File: src/rtl/wcg_divider.sv
// ============================================================================
// wcg_divider
// Pipelined restoring divider, a few quotient bits per stage, tag per item.
// The user keeps the divisor static while items are in flight; not enforced.
// ============================================================================
module wcg_divider #(
    parameter int NUM_W = 12,
    parameter int DEN_W = 12,
    parameter int STEPS = 3,
    parameter int TAG_W = 1
) (
    input  logic             aclk,
    input  logic             aresetn,
    input  logic             en,
    input  logic [DEN_W-1:0] den,
    input  logic             in_valid,
    input  logic [NUM_W-1:0] in_num,
    input  logic [TAG_W-1:0] in_tag,
    output logic             out_valid,
    output logic [NUM_W-1:0] out_quot,
    output logic [DEN_W-1:0] out_rem,
    output logic [TAG_W-1:0] out_tag
);

    localparam int STAGES = (NUM_W + STEPS - 1) / STEPS;

    logic             vld_reg [STAGES];
    logic [NUM_W-1:0] quot_reg [STAGES];
    logic [DEN_W-1:0] rem_reg [STAGES];
    logic [TAG_W-1:0] tag_reg [STAGES];

    for (genvar gs = 0; gs < STAGES; gs++) begin : g_stage
        logic             vld_in;
        logic [NUM_W-1:0] quot_in;
        logic [DEN_W-1:0] rem_in;
        logic [TAG_W-1:0] tag_in;
        logic [NUM_W-1:0] quot_next;
        logic [DEN_W-1:0] rem_next;

        if (gs == 0) begin : g_first
            assign vld_in  = in_valid;
            assign quot_in = in_num;
            assign rem_in  = '0;
            assign tag_in  = in_tag;
        end else begin : g_rest
            assign vld_in  = vld_reg[gs-1];
            assign quot_in = quot_reg[gs-1];
            assign rem_in  = rem_reg[gs-1];
            assign tag_in  = tag_reg[gs-1];
        end

        // Shift one dividend bit in per step, subtract where it fits
        always_comb begin
            logic [DEN_W:0]   ext_v;
            logic [NUM_W-1:0] q_v;
            logic [DEN_W-1:0] r_v;
            q_v   = quot_in;
            r_v   = rem_in;
            ext_v = '0;
            for (int j = 0; j < STEPS; j++) begin
                if (gs * STEPS + j < NUM_W) begin
                    ext_v = {r_v, q_v[NUM_W-1]};
                    q_v   = {q_v[NUM_W-2:0], 1'b0};
                    if (ext_v >= {1'b0, den}) begin
                        ext_v  = ext_v - {1'b0, den};
                        q_v[0] = 1'b1;
                    end
                    r_v = ext_v[DEN_W-1:0];
                end
            end
            quot_next = q_v;
            rem_next  = r_v;
        end

        always_ff @(posedge aclk) begin
            if (!aresetn) begin
                vld_reg[gs] <= 1'b0;
            end else if (en) begin
                vld_reg[gs] <= vld_in;
            end
        end

        always_ff @(posedge aclk) begin
            if (en) begin
                quot_reg[gs] <= quot_next;
                rem_reg[gs]  <= rem_next;
                tag_reg[gs]  <= tag_in;
            end
        end
    end

    assign out_valid = vld_reg[STAGES-1];
    assign out_quot  = quot_reg[STAGES-1];
    assign out_rem   = rem_reg[STAGES-1];
    assign out_tag   = tag_reg[STAGES-1];

endmodule

File: config.mk
export PLATFORM = sky130hd
export DESIGN_NAME = wcg_divider
export DESIGN_NICKNAME = d
export VERILOG_FILES = /design/src/rtl/wcg_divider.sv
export SDC_FILE = /design/constraint.sdc
export NUM_CORES = 1
export LEC_CHECK = 0
export CORE_UTILIZATION = 30
export CTS_BUF_LIST = sky130_fd_sc_hd__clkbuf_8
export DETAILED_ROUTE_END_ITERATION = 6
export DONT_BUFFER_PORTS = 1
export PLACE_DENSITY = 0.41
export SLEW_MARGIN = 30
export SYNTH_ARGS = -nofsm -noshare
export SYNTH_HDL_FRONTEND = slang
export SYNTH_SLANG_ARGS = --single-unit
File: constraint.sdc
create_clock -name aclk -period 10.3 [get_ports aclk]
set_input_delay 2.06 -clock aclk [delete_from_list [all_inputs] [get_ports aclk]]
set_output_delay 2.06 -clock aclk [all_outputs]
set_load 0.05 [all_outputs]
# Yosys cells after proc, flatten, opt, wreduce, memory -nomap -nowiden
# Memories as Yosys holds them, arrays and structs flattened.
# Index checks and enable logic that the tools add are counted.
# totals
reg_bits	0
ramBits	104
inputBits	29
out_inout_bits	26
word_cells	65
memories	4
# classes
addsub	12
order_cmp	12
muxes	33
bitwise_logic	4
# mem_list
name	words	word_bits	read_ports	rd_clocked_by_memory_dff	write_ports	line	source
quot_reg	4	12	4	0	4	28	logic [NUM_W-1:0] quot_reg [STAGES];
rem_reg	4	12	4	0	4	29	logic [DEN_W-1:0] rem_reg [STAGES];
tag_reg	4	1	4	0	4	30	logic [TAG_W-1:0] tag_reg [STAGES];
vld_reg	4	1	4	0	4	27	logic vld_reg [STAGES];
# op_table
cell	count
two-way mux 12 bit	12
greater-or-equal comparator 13 x 12 -> 1 bit	11
subtractor 12 bit	11
two-way mux 1 bit	21
greater-or-equal comparator 1 x 12 -> 1 bit	1
subtractor 1 x 12 -> 12 bit	1
bitwise OR 1 bit	4

# Logic depth before layout (Yosys ltp)
# An unclocked memory read counts as a cell.
# logic_depth
ltp_word	7
ltp_mapped	33
depth_no_buf	30

# Worst setup path after synthesis
# Ideal clock, no wire load.
# synth_timing
path_type	input to register
startpoint	input den[1]
endpoint	memory rem_reg[3][4] (data pin)
setup_ps	261
arrival_time_ps	8740
required_time_ps	10039
path_slack_ps	1300
cell_stages	31
path_buffers	3
path_cell_list	inv_1 ha_1 nor2b_1 o31a_1 o311a_4 or2_4 a2bb2oi_4 clkbuf_8 o21a_1 ha_1 nor2b_1 o211ai_1 nand3_1 o2111ai_1 a32oi_1 o21ai_0 and2_4 inv_4 buf_2 a21oi_1 ha_1 nor2b_1 o21a_1 o21ai_1 a211oi_1 a221oi_1 a21oi_1 a211oi_2 a21oi_2 buf_6 a221o_1
# synth_rtl
element	line	source
start, declared	15	input logic [DEN_W-1:0] den,
end, declared	29	

==> key figures <==
Logic synthesis
  • Syn Area/Cell: 9.43 um^2
  • Adder-cell share of the synthesized area: 17.9%
  • Post-synthesis cell count: 1124
  • Synth Area in XOR/XNOR: 7.43%
  • Post-synth EDFFs: 103
  • Mapped Area: 10600 um^2
  • Sequential area share after synthesis: 29.4%
  • Ys async rst share: 0%
  • Netlist cell types: 92
  • Syn_nets: 1298
  • Post-synth top area share: 29.2%
  • Post-synth top flop: edfxtp_1
  • Post-synthesis mux area share: 6.04%
  • Yosys warnings: 0
  • Combinational family with the most area after synthesis: compound AO/OA/AOI/OAI gates
  • Post-synthesis compound-gate area fraction: 20.6%
  • Post-synthesis simple-gate area fraction: 14.9%
  • Synth area leaders: edfxtp_1 (29%), ha_1 (16%), xnor2_1 (5.2%)
  • Post-synth top area cell: edfxtp_1
  • Register bit total from synthesis: 104

Finish
  • Fin cells: 1602
  • P&R area growth vs syn: 8.13%
  • N_diodes: 0
  • Nets: 1316
  • Number of fill cells: 3561
  • Share of cells above drive strength 1: 8.46%

Run status
  • Status: finished, final reports clean

Clock network
  • Skew-Pair Late Insertion Delay: 450 ps
  • CTS resizes: 0
  • # clock sinks: 104
  • TritonCTS Buffers: 9
  • Root buffer cell: clkbuf_8
  • H-tree depth: 3
  • CTS tree: yes
  • Clock-pin slew on the worst setup and hold paths: 120 ps
  • Max clock buf depth: 2
  • Hold Buf Count CTS: 0
  • Setup Buffers After CTS: 0

Min path
  • Hold path cells: 0
  • Worst Hold Class: flop to flop

Route
  • Post-route ant nets: 0
  • Routed WL per cell: 19.3 um
  • DRT Pass-1 Iters: 5
  • DR vias: 8458
  • Drt via density: 5.28
  • Starting DRT DRC Count: 581
  • Drt total wl: 31000 um
  • Post-route DRC: 0

Setup path
  • CP max stage cell: o41ai_1
  • CP Capture Type: flop
  • Setup crit start kind: input port
  • Worst EP required: 10440 ps
  • Worst path max stage delay: 690 ps
  • Worst path most repeated cell: a21oi_1
  • Crit-path max FO: 15
  • CP arrival: 9740 ps
  • Crit path kind: input port to flop
  • Reg2Reg Depth: 27

Die
  • Ports: 55
  • Initial Util: 30.6%
  • DIE AREA: 36100 um^2
  • Die H: 190 um
  • Cell row count: 68
  • Width of the die: 190 um
  • CORE AREA: 34600 um^2

Timing
  • Final period demand of the worst path: 9600 ps
  • Fin crit share: 93.2%
  • Clock skew: 22.9 ps
  • Hold violation total from the final report: 0
  • Final Max Slew Viols: 0
  • Fmax: 0.104 GHz
  • Worst slew pin tran: 769 ps
  • Setup Viol. Count Final: 0
  • TNS Setup: 0 ps
  • RSZ-0062 raised after global routing: false
  • Rel. slew slack: 48.8%

Placement
  • Placed Cells: 1586
  • Input/output buffers: 0
  • Post-DP HPWL: 23800 um
  • Final Wtd Congestion: 0.854

Global routing
  • First-pass GRT wire length: 48700 um
  • Vias in the first global route: 8414
  • Grt ovf: 0
  • Initial antenna violation count: 0
  • Total track usage: 17.8%
  • Largest net degree at the start of global routing: 106

Flow run
  • # Max-Cap Violations: 0
## logic make-up after synthesis
family                     count (synthesis)
xor gates and xnor gates                  90
muxes                                     59
adders and majority gates                145
AOI/OAI and AO/OA                        322
and+or+nand+nor                          307
DFF                                      104
buffers and inverters                     97
## layer usage
metal	vias up	part of all wire [%]	GRT usage, %	routed length, um
li1	4252	-	-	-
met2	152	46	29.4	14400
met3	32	3.0	2.62	922
met1	4022	48	23.8	15000
met4	0	2.1	5.77	646
met5	-	0	0	0
## final cells by class
type / instances / area [um^2] / share of cell area, %
repair buffers: 22 / 165 / 1.44
inverters: 82 / 310 / 2.71
well taps: 455 / 569 / 4.97
clock inverters: 6 / 78.8 / 0.687
clock buffers: 10 / 138 / 1.20
flip-flops and latches: 104 / 3110 / 27.1
multi-input cells: 923 / 7090 / 61.9
## cells in the mapped netlist, types with 20 or more instances
cell type and count:
o21ai_0 50, nand4_1 22, inv_1 77, mux2i_1 22, edfxtp_1 103, nor2b_1 20
xor2_1 27, xnor2_1 63, a21o_1 28, nor3_1 23, nand2_1 58, nor2_1 89
nand3_1 21, ha_1 134, a21oi_1 104, o21a_1 25
## per-stage QoR
stage / setup slack (ps) / util [%] / cell area, um^2 / hold WS [ps]
2_1_floorplan: 1300 / - / 10600 / 400
3_3_place_gp: 229 / 32.5 / 11200 / 402
3_5_place_dp: 276 / 32.5 / 11200 / 405
4_1_cts: 755 / 33.1 / 11500 / 416
5_1_grt: 246 / 33.1 / 11500 / 420
6_report: 703 / 33.1 / 11500 / 418
## worst paths after layout
check	start	end	slack, ps
hold reg to reg	quot_reg[0][2]	quot_reg[1][5]	420
setup / recovery	den[1]	rem_reg[2][1]	700
hold / removal	quot_reg[0][2]	quot_reg[1][5]	420
setup reg to reg	rem_reg[1][0]	rem_reg[2][1]	2230
## cells in the final DEF (no fill, tap or decap), types with 20 or more instances in the layout
| master | count |
|---|---|
| inv_1 | 77 |
| a21oi_1 | 104 |
| ha_1 | 134 |
| nand2_1 | 58 |
| buf_4 | 22 |
| xnor2_1 | 63 |
| mux2i_1 | 22 |
| nor2_1 | 89 |
| xor2_1 | 27 |
| a21o_1 | 28 |
| o21a_1 | 25 |
| nor2b_1 | 20 |
| edfxtp_1 | 103 |
| nor3_1 | 23 |
| nand3_1 | 21 |
| o21ai_0 | 50 |
| nand4_1 | 22 |
## critical path: cells and delay by family
| family | cells | cell delay, ps |
|---|---|---|
| adder cells (fa/ha/maj) | 3 | 1000 |
| buffers and inverters | 3 | 460 |
| AO/OA/AOI/OAI | 15 | 4700 |
| AND/OR/NAND/NOR | 8 | 1470 |
Power is left out: the tool's default activity adds up to more than one toggle a clock period on the data nets, which glitch-free logic cannot reach.
