**src/rtl/wcg_pkg.sv**
```systemverilog
// ============================================================================
// wcg_pkg
// Shared types and constants of the window coefficient generator: window
// codes, register indexes, fixed-point constants and sine series tables.
// ============================================================================
package wcg_pkg;

    // Window shapes, as written to the window type register
    typedef enum logic [1:0] {
        WIN_HANN      = 2'd0,
        WIN_SQRT_HANN = 2'd1,
        WIN_HAMMING   = 2'd2,
        WIN_RECT      = 2'd3
    } window_type_t;

    // Register indexes on the configuration port (byte address / 4)
    localparam logic REG_WINDOW_TYPE   = 1'b0;
    localparam logic REG_WINDOW_LENGTH = 1'b1;

    localparam int FRAC_BITS  = 16;
    localparam int COEF_W     = FRAC_BITS + 1;
    localparam int MAX_LENGTH = 4096;
    localparam int INDEX_W    = 12;
    localparam int LENGTH_W   = 13;

    localparam logic [COEF_W-1:0]   COEF_ONE       = COEF_W'(1) << FRAC_BITS;
    localparam logic [LENGTH_W-1:0] LENGTH_RESET   = 13'd1024;

    // pi in Q47, split for two narrow multipliers
    localparam logic [48:0] PI_Q47 = 49'h1921FB54442D2;
    localparam logic [23:0] PI_LO  = PI_Q47[23:0];
    localparam logic [24:0] PI_HI  = PI_Q47[48:24];

    // Taylor series of sin: term k is divided by (2k)(2k+1)
    localparam int SERIES_TERMS = 8;
    localparam logic [8:0] SERIES_DIV [SERIES_TERMS] = '{
        9'd6, 9'd20, 9'd42, 9'd72, 9'd110, 9'd156, 9'd210, 9'd272
    };
    // floor(2^34 / divisor); the quotient is corrected by one step afterwards
    localparam logic [31:0] SERIES_RECIP [SERIES_TERMS] = '{
        32'd2863311530, 32'd858993459, 32'd409044504, 32'd238609294,
        32'd156180628,  32'd110127366, 32'd81808900,  32'd63161283
    };

    // ceil(2^32 / 100): exact floor division by 100 for values below 2^23
    localparam logic [25:0] RECIP_100 = 26'd42949673;

    // Configuration seen by the output shaper
    typedef struct packed {
        window_type_t window_type;
        logic         short_win;
    } wcg_cfg_t;

endpackage

```
**src/rtl/wcg_shape.sv**
```systemverilog
// ============================================================================
// wcg_shape
// Turns sin(pi*x) in Q31 into the Hann, square-root Hann or Hamming value,
// or the rectangle value, rounded to the output fraction width.
// ============================================================================
module wcg_shape
    import wcg_pkg::*;
(
    input  logic              aclk,
    input  logic              aresetn,
    input  logic              en,
    input  wcg_cfg_t          cfg,
    input  logic              in_valid,
    input  logic [31:0]       in_sine,
    input  logic              in_tag,
    output logic              out_valid,
    output logic [COEF_W-1:0] out_coef
);

    // Square the sine
    logic [63:0] sq_full;
    logic        a_vld_reg;
    logic [62:0] a_sq_reg;
    logic [31:0] a_sine_reg;
    logic        a_tag_reg;

    assign sq_full = 64'(in_sine) * 64'(in_sine);

    // Round Hann and square-root Hann, scale Hamming down to Q16 * 100
    logic [63:0] hann_sum;
    logic [32:0] sqrt_sum;
    logic [47:0] ham_v;
    logic        b_vld_reg;
    logic [COEF_W-1:0] b_hann_reg;
    logic [COEF_W-1:0] b_sqrt_reg;
    logic [22:0] b_ham_x_reg;
    logic        b_tag_reg;

    assign hann_sum = 64'(a_sq_reg) + (64'd1 << 45);
    assign sqrt_sum = 33'(a_sine_reg) + (33'd1 << 14);
    assign ham_v    = (48'd8 << 40) + 48'd92 * 48'(a_sq_reg[62:22]) + (48'd50 << 24);

    // Divide Hamming by 100 and pick the window
    logic [48:0]       ham_full;
    logic [COEF_W-1:0] coef_next;

    assign ham_full = 49'(b_ham_x_reg) * 49'(RECIP_100);

    always_comb begin
        coef_next = COEF_ONE;
        if (cfg.window_type == WIN_RECT) begin
            coef_next = b_tag_reg ? COEF_ONE : '0;
        end else if (!cfg.short_win) begin
            unique case (cfg.window_type)
                WIN_HANN:      coef_next = b_hann_reg;
                WIN_SQRT_HANN: coef_next = b_sqrt_reg;
                WIN_HAMMING:   coef_next = ham_full[48:32];
                default:       coef_next = COEF_ONE;
            endcase
        end
    end

    logic              c_vld_reg;
    logic [COEF_W-1:0] c_coef_reg;

    always_ff @(posedge aclk) begin
        if (!aresetn) begin
            a_vld_reg <= 1'b0;
            b_vld_reg <= 1'b0;
            c_vld_reg <= 1'b0;
        end else if (en) begin
            a_vld_reg <= in_valid;
            b_vld_reg <= a_vld_reg;
            c_vld_reg <= b_vld_reg;
        end
    end

    always_ff @(posedge aclk) begin
        if (en) begin
            a_sq_reg    <= sq_full[62:0];
            a_sine_reg  <= in_sine;
            a_tag_reg   <= in_tag;
            b_hann_reg  <= hann_sum[62:46];
            b_sqrt_reg  <= sqrt_sum[31:15];
            b_ham_x_reg <= ham_v[46:24];
            b_tag_reg   <= a_tag_reg;
            c_coef_reg  <= coef_next;
        end
    end

    assign out_valid = c_vld_reg;
    assign out_coef  = c_coef_reg;

endmodule

```
**config.mk**
```make
export PLATFORM = sky130hd
export DESIGN_NAME = wcg_shape
export DESIGN_NICKNAME = d
export VERILOG_FILES = /design/src/rtl/wcg_pkg.sv /design/src/rtl/wcg_shape.sv
export SDC_FILE = /design/constraint.sdc
export NUM_CORES = 2
export LEC_CHECK = 0
export BUFFER_PORTS_ARGS = -buffer_cell sky130_fd_sc_hd__buf_2
export CAP_MARGIN = 20
export CORE_MARGIN = 2
export CORE_UTILIZATION = 51
export DETAILED_ROUTE_END_ITERATION = 6
export PLACE_DENSITY = 0.67
export SLEW_MARGIN = 20
export SYNTH_ARGS = -nofsm -noshare
export SYNTH_HDL_FRONTEND = slang
export SYNTH_SLANG_ARGS = --single-unit
```
**constraint.sdc**
```tcl
create_clock -name aclk -period 11.93 [get_ports aclk]
set_input_delay 2.386 -clock aclk [delete_from_list [all_inputs] [get_ports aclk]]
set_output_delay 2.386 -clock aclk [all_outputs]
set_load 0.02 [all_outputs]
```
# Word level (Yosys, flattened, before mapping)
# Index checks and enable logic that the tools add are counted.
# op_classes
add_sub_neg,4
mul,3
eq_ne,3
mux,4
n_reduce_logical,1
# op_table
op,n
"63-bit by 46-bit adder with 63-bit output, second input constant",1
32-bit by 32-bit multiplier with 63-bit output,1
17-bit 2-to-1 mux,3
17-bit one-hot mux with 3 select lines,1
"23-bit by 26-bit multiplier with 49-bit output, second input constant",1
"44-bit by 47-bit adder with 47-bit output, first input constant",1
"47-bit by 30-bit adder with 47-bit output, second input constant",1
"5-bit by 41-bit multiplier with 45-bit output, first input constant",1
"32-bit by 15-bit adder with 32-bit output, second input constant",1
"2-bit equality test, second input constant",2
"2-bit by 1-bit equality test with 1-bit output, second input constant",1
2-bit logical NOT,1
# totals
reg_bits,174
input_bits,40
output_inout_bits,18
elab_cells,26

# Logic depth before layout (Yosys ltp)
# depth
word_depth,4
mapped_depth,32
mapped_depth_nobuf,30

# Worst setup path before layout
# No wires, ideal clock.
# synth_path
path_type,input -> register
from,in in_sine[23]
to,"reg a_sq_reg[62], data pin"
setup_time_ps,260
arrival_ps,9737
t_required_ps,11670
slack_ps,1933
cell_stages,29
n_path_buf,3
cell_sequence,clkbuf_1 > clkbuf_1 > nand2_1 > fa_1 > inv_1 > fa_1 > inv_1 > fa_1 > fa_1 > inv_1 > fa_1 > fa_1 > fa_1 > inv_1 > fa_1 > inv_1 > ha_1 > clkbuf_1 > a21o_1 > a21o_1 > a211oi_1 > nand4_1 > a41oi_1 > o31ai_1 > a21oi_1 > o211ai_1 > a31oi_1 > o21ai_0 > xnor2_1
# synth_between
elab_chain_cells,1
# synth_lines
element,line_no,rtl
from (decl),wcg_shape.sv:14,"input logic [31:0] in_sine,"
32-bit by 32-bit multiplier with 63-bit output,wcg_shape.sv:27,assign sq_full = 64'(in_sine) * 64'(in_sine);
via sq_full[62],wcg_shape.sv:21,logic [63:0] sq_full;
to (signal assigned),wcg_shape.sv:80,a_sq_reg <= sq_full[62:0];
to (decl),wcg_shape.sv:23,logic [62:0] a_sq_reg;
# The timed path passes the listed nets, and every way through them passes these cells.
# A chain may end at the register's enable or synchronous reset.

# Worst setup path in the final report
# layout_path
from,in in_sine[6]
to,"reg a_sq_reg[62], data pin"
# Same word-level chain as after synthesis.

==> results_dict.tcl <==
set metrics [dict create \
    r2r-start "b_ham_x_reg[6]$_DFFE_PP_" \
    fin_crit_sh_pct 87.6 \
    synth_edf_count 135 \
    pin_count 58 \
    ctsResizeCount 0 \
    r2r_cells 26 \
    cts_buffer_depth 2 \
    hpwlAfterDp_um 97100 \
    cts_buffers 17 \
    antenna_found_initial 1 \
    synth_area_um2 47700 \
    slew_viol_final 0 \
    async_reset_ff_share_pct 0 \
    crit_slowest_cell "buf_2" \
    ys_types 79 \
    grt_pass1_vias 34520 \
    r2r_end "out_coef[16]$_DFFE_PP_" \
    synthCells 4859 \
    grt_max_degree 77 \
    grtUsageMet1_pct 34.4 \
    grt-busiest-layer "met2" \
    fin_setup_tns_ns 0 \
    seq_area_frac_synth_pct 8.63 \
    root_buffer "clkbuf_16" \
    path_clk_slew_ns 0.07 \
    gp_congestion 0.940 \
    final_antenna_net_count 0 \
    status "completed" \
    use_met2_pct 43.6 \
    initial_core_util_pct 51.3 \
    cp.arrival_ns 10.65 \
    fmax_ghz 0.0957 \
    nNetsFinal 6574 \
    setup_viol 0 \
    nFillCells 8403 \
    post_cts_buffers 0 \
    holdPathStages 0 \
    largest_reg_flops 41 \
    drive_gt1_share_pct 3.23 \
    die_area_um2 96000 \
    hp-class "reg2reg" \
    clock-sinks 138 \
    path_max_fanout 29 \
    required_ns 12.13 \
    area_growth_syn_to_layout_pct 4.74 \
    worst_setup_path_end_kind "flop" \
    cts_hold_buf 0 \
    cp_common_cell "fa_1" \
    grt_usage_pct 25.3 \
    cap_violations 0 \
    syn_area_per_cell_um2 9.82 \
    ys_dominant_reg_cell "edfxtp_1" \
    met3_usage_pct 2.35 \
    min_from "a_tag_reg$_DFFE_PP_" \
    clkLatencyLatePin_ns 0.46 \
    rsz0062_at_grt "no" \
    synthesis.nets 6587 \
    r2r_slack_ns 3.42 \
    critical_path_buf_inv_count 7 \
    drc 0 \
    crit_family "adder cells" \
    yosysWarnings 0 \
    core_um2 93000 \
    gr-total-overflow 0 \
    worstSetupPathType "in2reg" \
    drt_iter0_drc 1663 \
    cp_slowest_stage_delay_ns 0.66 \
    routed_wirelength_um 114000 \
    routed_via_density 5.14 \
    die_h_um 310 \
    route.detailed.wl_per_inst_um 18.7 \
    cts_tree "yes" \
    fin_skew_ns 0.0121 \
    die_w_um 310 \
    tightest_slew_ns 1.03 \
    row_count 112 \
    min_period_ns 10.45 \
    htree_levels 4 \
    ys_ff_latch 138 \
    hold_path_end "b_tag_reg$_DFFE_PP_" \
    slew_headroom_pct 31.4 \
    grt_pass1_wl_um 187000 \
    cp-start-kind "primary input" \
    hold_viol 0 \
    firstDrtPassIters 7 \
    vias 31435 \
    io_buffer_count 57 \
]
[routing by layer]
| layer | vias to the layer above | wire length, µm |
|---|---|---|
| met5 | - | 0 |
| met1 | 15963 | 49500 |
| met4 | 0 | 2890 |
| li1 | 14505 | - |
| met2 | 811 | 56400 |
| met3 | 156 | 5520 |
[synthesized netlist by cell type (all sizes together), types with 55 or more instances]
cell | instances | share of area [%]
inv | 1505 | 12
fa | 1064 | 45
ha | 624 | 16
nand2 | 313 | 2.5
and2 | 238 | 3.1
edfxtp | 135 | 8.5
clkbuf | 119 | 0.94
nor2 | 112 | 0.88
a21oi | 111 | 1.2
xnor2 | 110 | 2.0
o21ai | 61 | 0.64
a21o | 56 | 0.88
xor2 | 55 | 1.0
[final cells by class]
type / instances / area (µm²) / area share [%]
timing repair buffer: 88 / 524 / 1.05
antenna: 1 / 2.50 / 0.00501
clock inverter: 15 / 191 / 0.383
inverter: 1507 / 5660 / 11.3
tap: 1254 / 1570 / 3.14
sequential: 138 / 4110 / 8.24
clock buffer: 17 / 425 / 0.852
multi-input combinational: 3094 / 37500 / 75.0
[kinds of logic (layout without fill, tap and decap cells)]
| logic type | after synthesis | after routing | synth area share (%) |
|---|---|---|---|
| fa+ha+maj | 1688 | 1688 | 61.0 |
| xor+xnor | 165 | 165 | 3.03 |
| flops | 138 | 138 | 8.63 |
| buf+inv | 1627 | 1627 | 12.8 |
| simple gates | 858 | 858 | 9.00 |
| other cells | 0 | 1 | 0 |
| compound gates | 358 | 358 | 4.98 |
| mux | 25 | 25 | 0.527 |
[worst register-to-register path, stage by stage, from the launching register on]
cell	delay (ns)
edfxtp_1	0.69
inv_1	0.19
fa_1	0.53
inv_1	0.09
fa_1	0.54
inv_1	0.05
fa_1	0.54
inv_1	0.06
fa_1	0.51
fa_1	0.44
fa_1	0.56
inv_1	0.06
fa_1	0.52
inv_1	0.05
ha_1	0.31
a21oi_1	0.16
o21a_1	0.16
nand3_1	0.07
o31a_1	0.40
o211ai_1	0.39
o21ai_0	0.28
a21oi_1	0.41
o21ai_0	0.33
a211oi_1	0.35
xnor2_1	0.21
a211oi_1	0.31
a31oi_1	0.06
[worst max-delay path by stage]
| stage | startpoint | to | slack [ns] | cells after the start |
|---|---|---|---|---|
| after detailed placement | in_sine[6] | a_sq_reg[62]$_DFFE_PP_ | 1.06 | 28 |
| after floorplan | in_sine[23] | a_sq_reg[62]$_DFFE_PP_ | 1.93 | 29 |
| after global routing | in_sine[6] | a_sq_reg[62]$_DFFE_PP_ | 1.02 | 28 |
| after global placement | in_sine[4] | a_sq_reg[62]$_DFFE_PP_ | 1.27 | 29 |
| final | in_sine[6] | a_sq_reg[62]$_DFFE_PP_ | 1.48 | 28 |
| after CTS | in_sine[6] | a_sq_reg[62]$_DFFE_PP_ | 1.55 | 28 |
[cell usage in the layout (no fill, tap or decap), types with 58 or more instances in the layout]
| cell | synthesis | final |
|---|---|---|
| inv_1 | 1504 | 1504 |
| fa_1 | 1064 | 1064 |
| ha_1 | 624 | 624 |
| nand2_1 | 311 | 311 |
| and2_1 | 237 | 237 |
| edfxtp_1 | 135 | 135 |
| nor2_1 | 112 | 112 |
| a21oi_1 | 110 | 110 |
| xnor2_1 | 110 | 110 |
| o21ai_0 | 58 | 58 |
[metrics by stage]
step	utilization, %	hold slack [ns]	instance area [µm²]	setup slack (ns)	instances
after floorplan	-	0.400	47700	1.93	4859
after global placement	53.0	0.411	49300	1.27	6081
after detailed placement	53.0	0.407	49300	1.06	6081
after CTS	53.7	0.439	50000	1.55	6113
after global routing	53.7	0.464	50000	1.02	6113
final	53.7	0.432	50000	1.48	6114
Power is not shown: default switching activity piles up to over one toggle a cycle in this logic, so the estimate is an artifact.
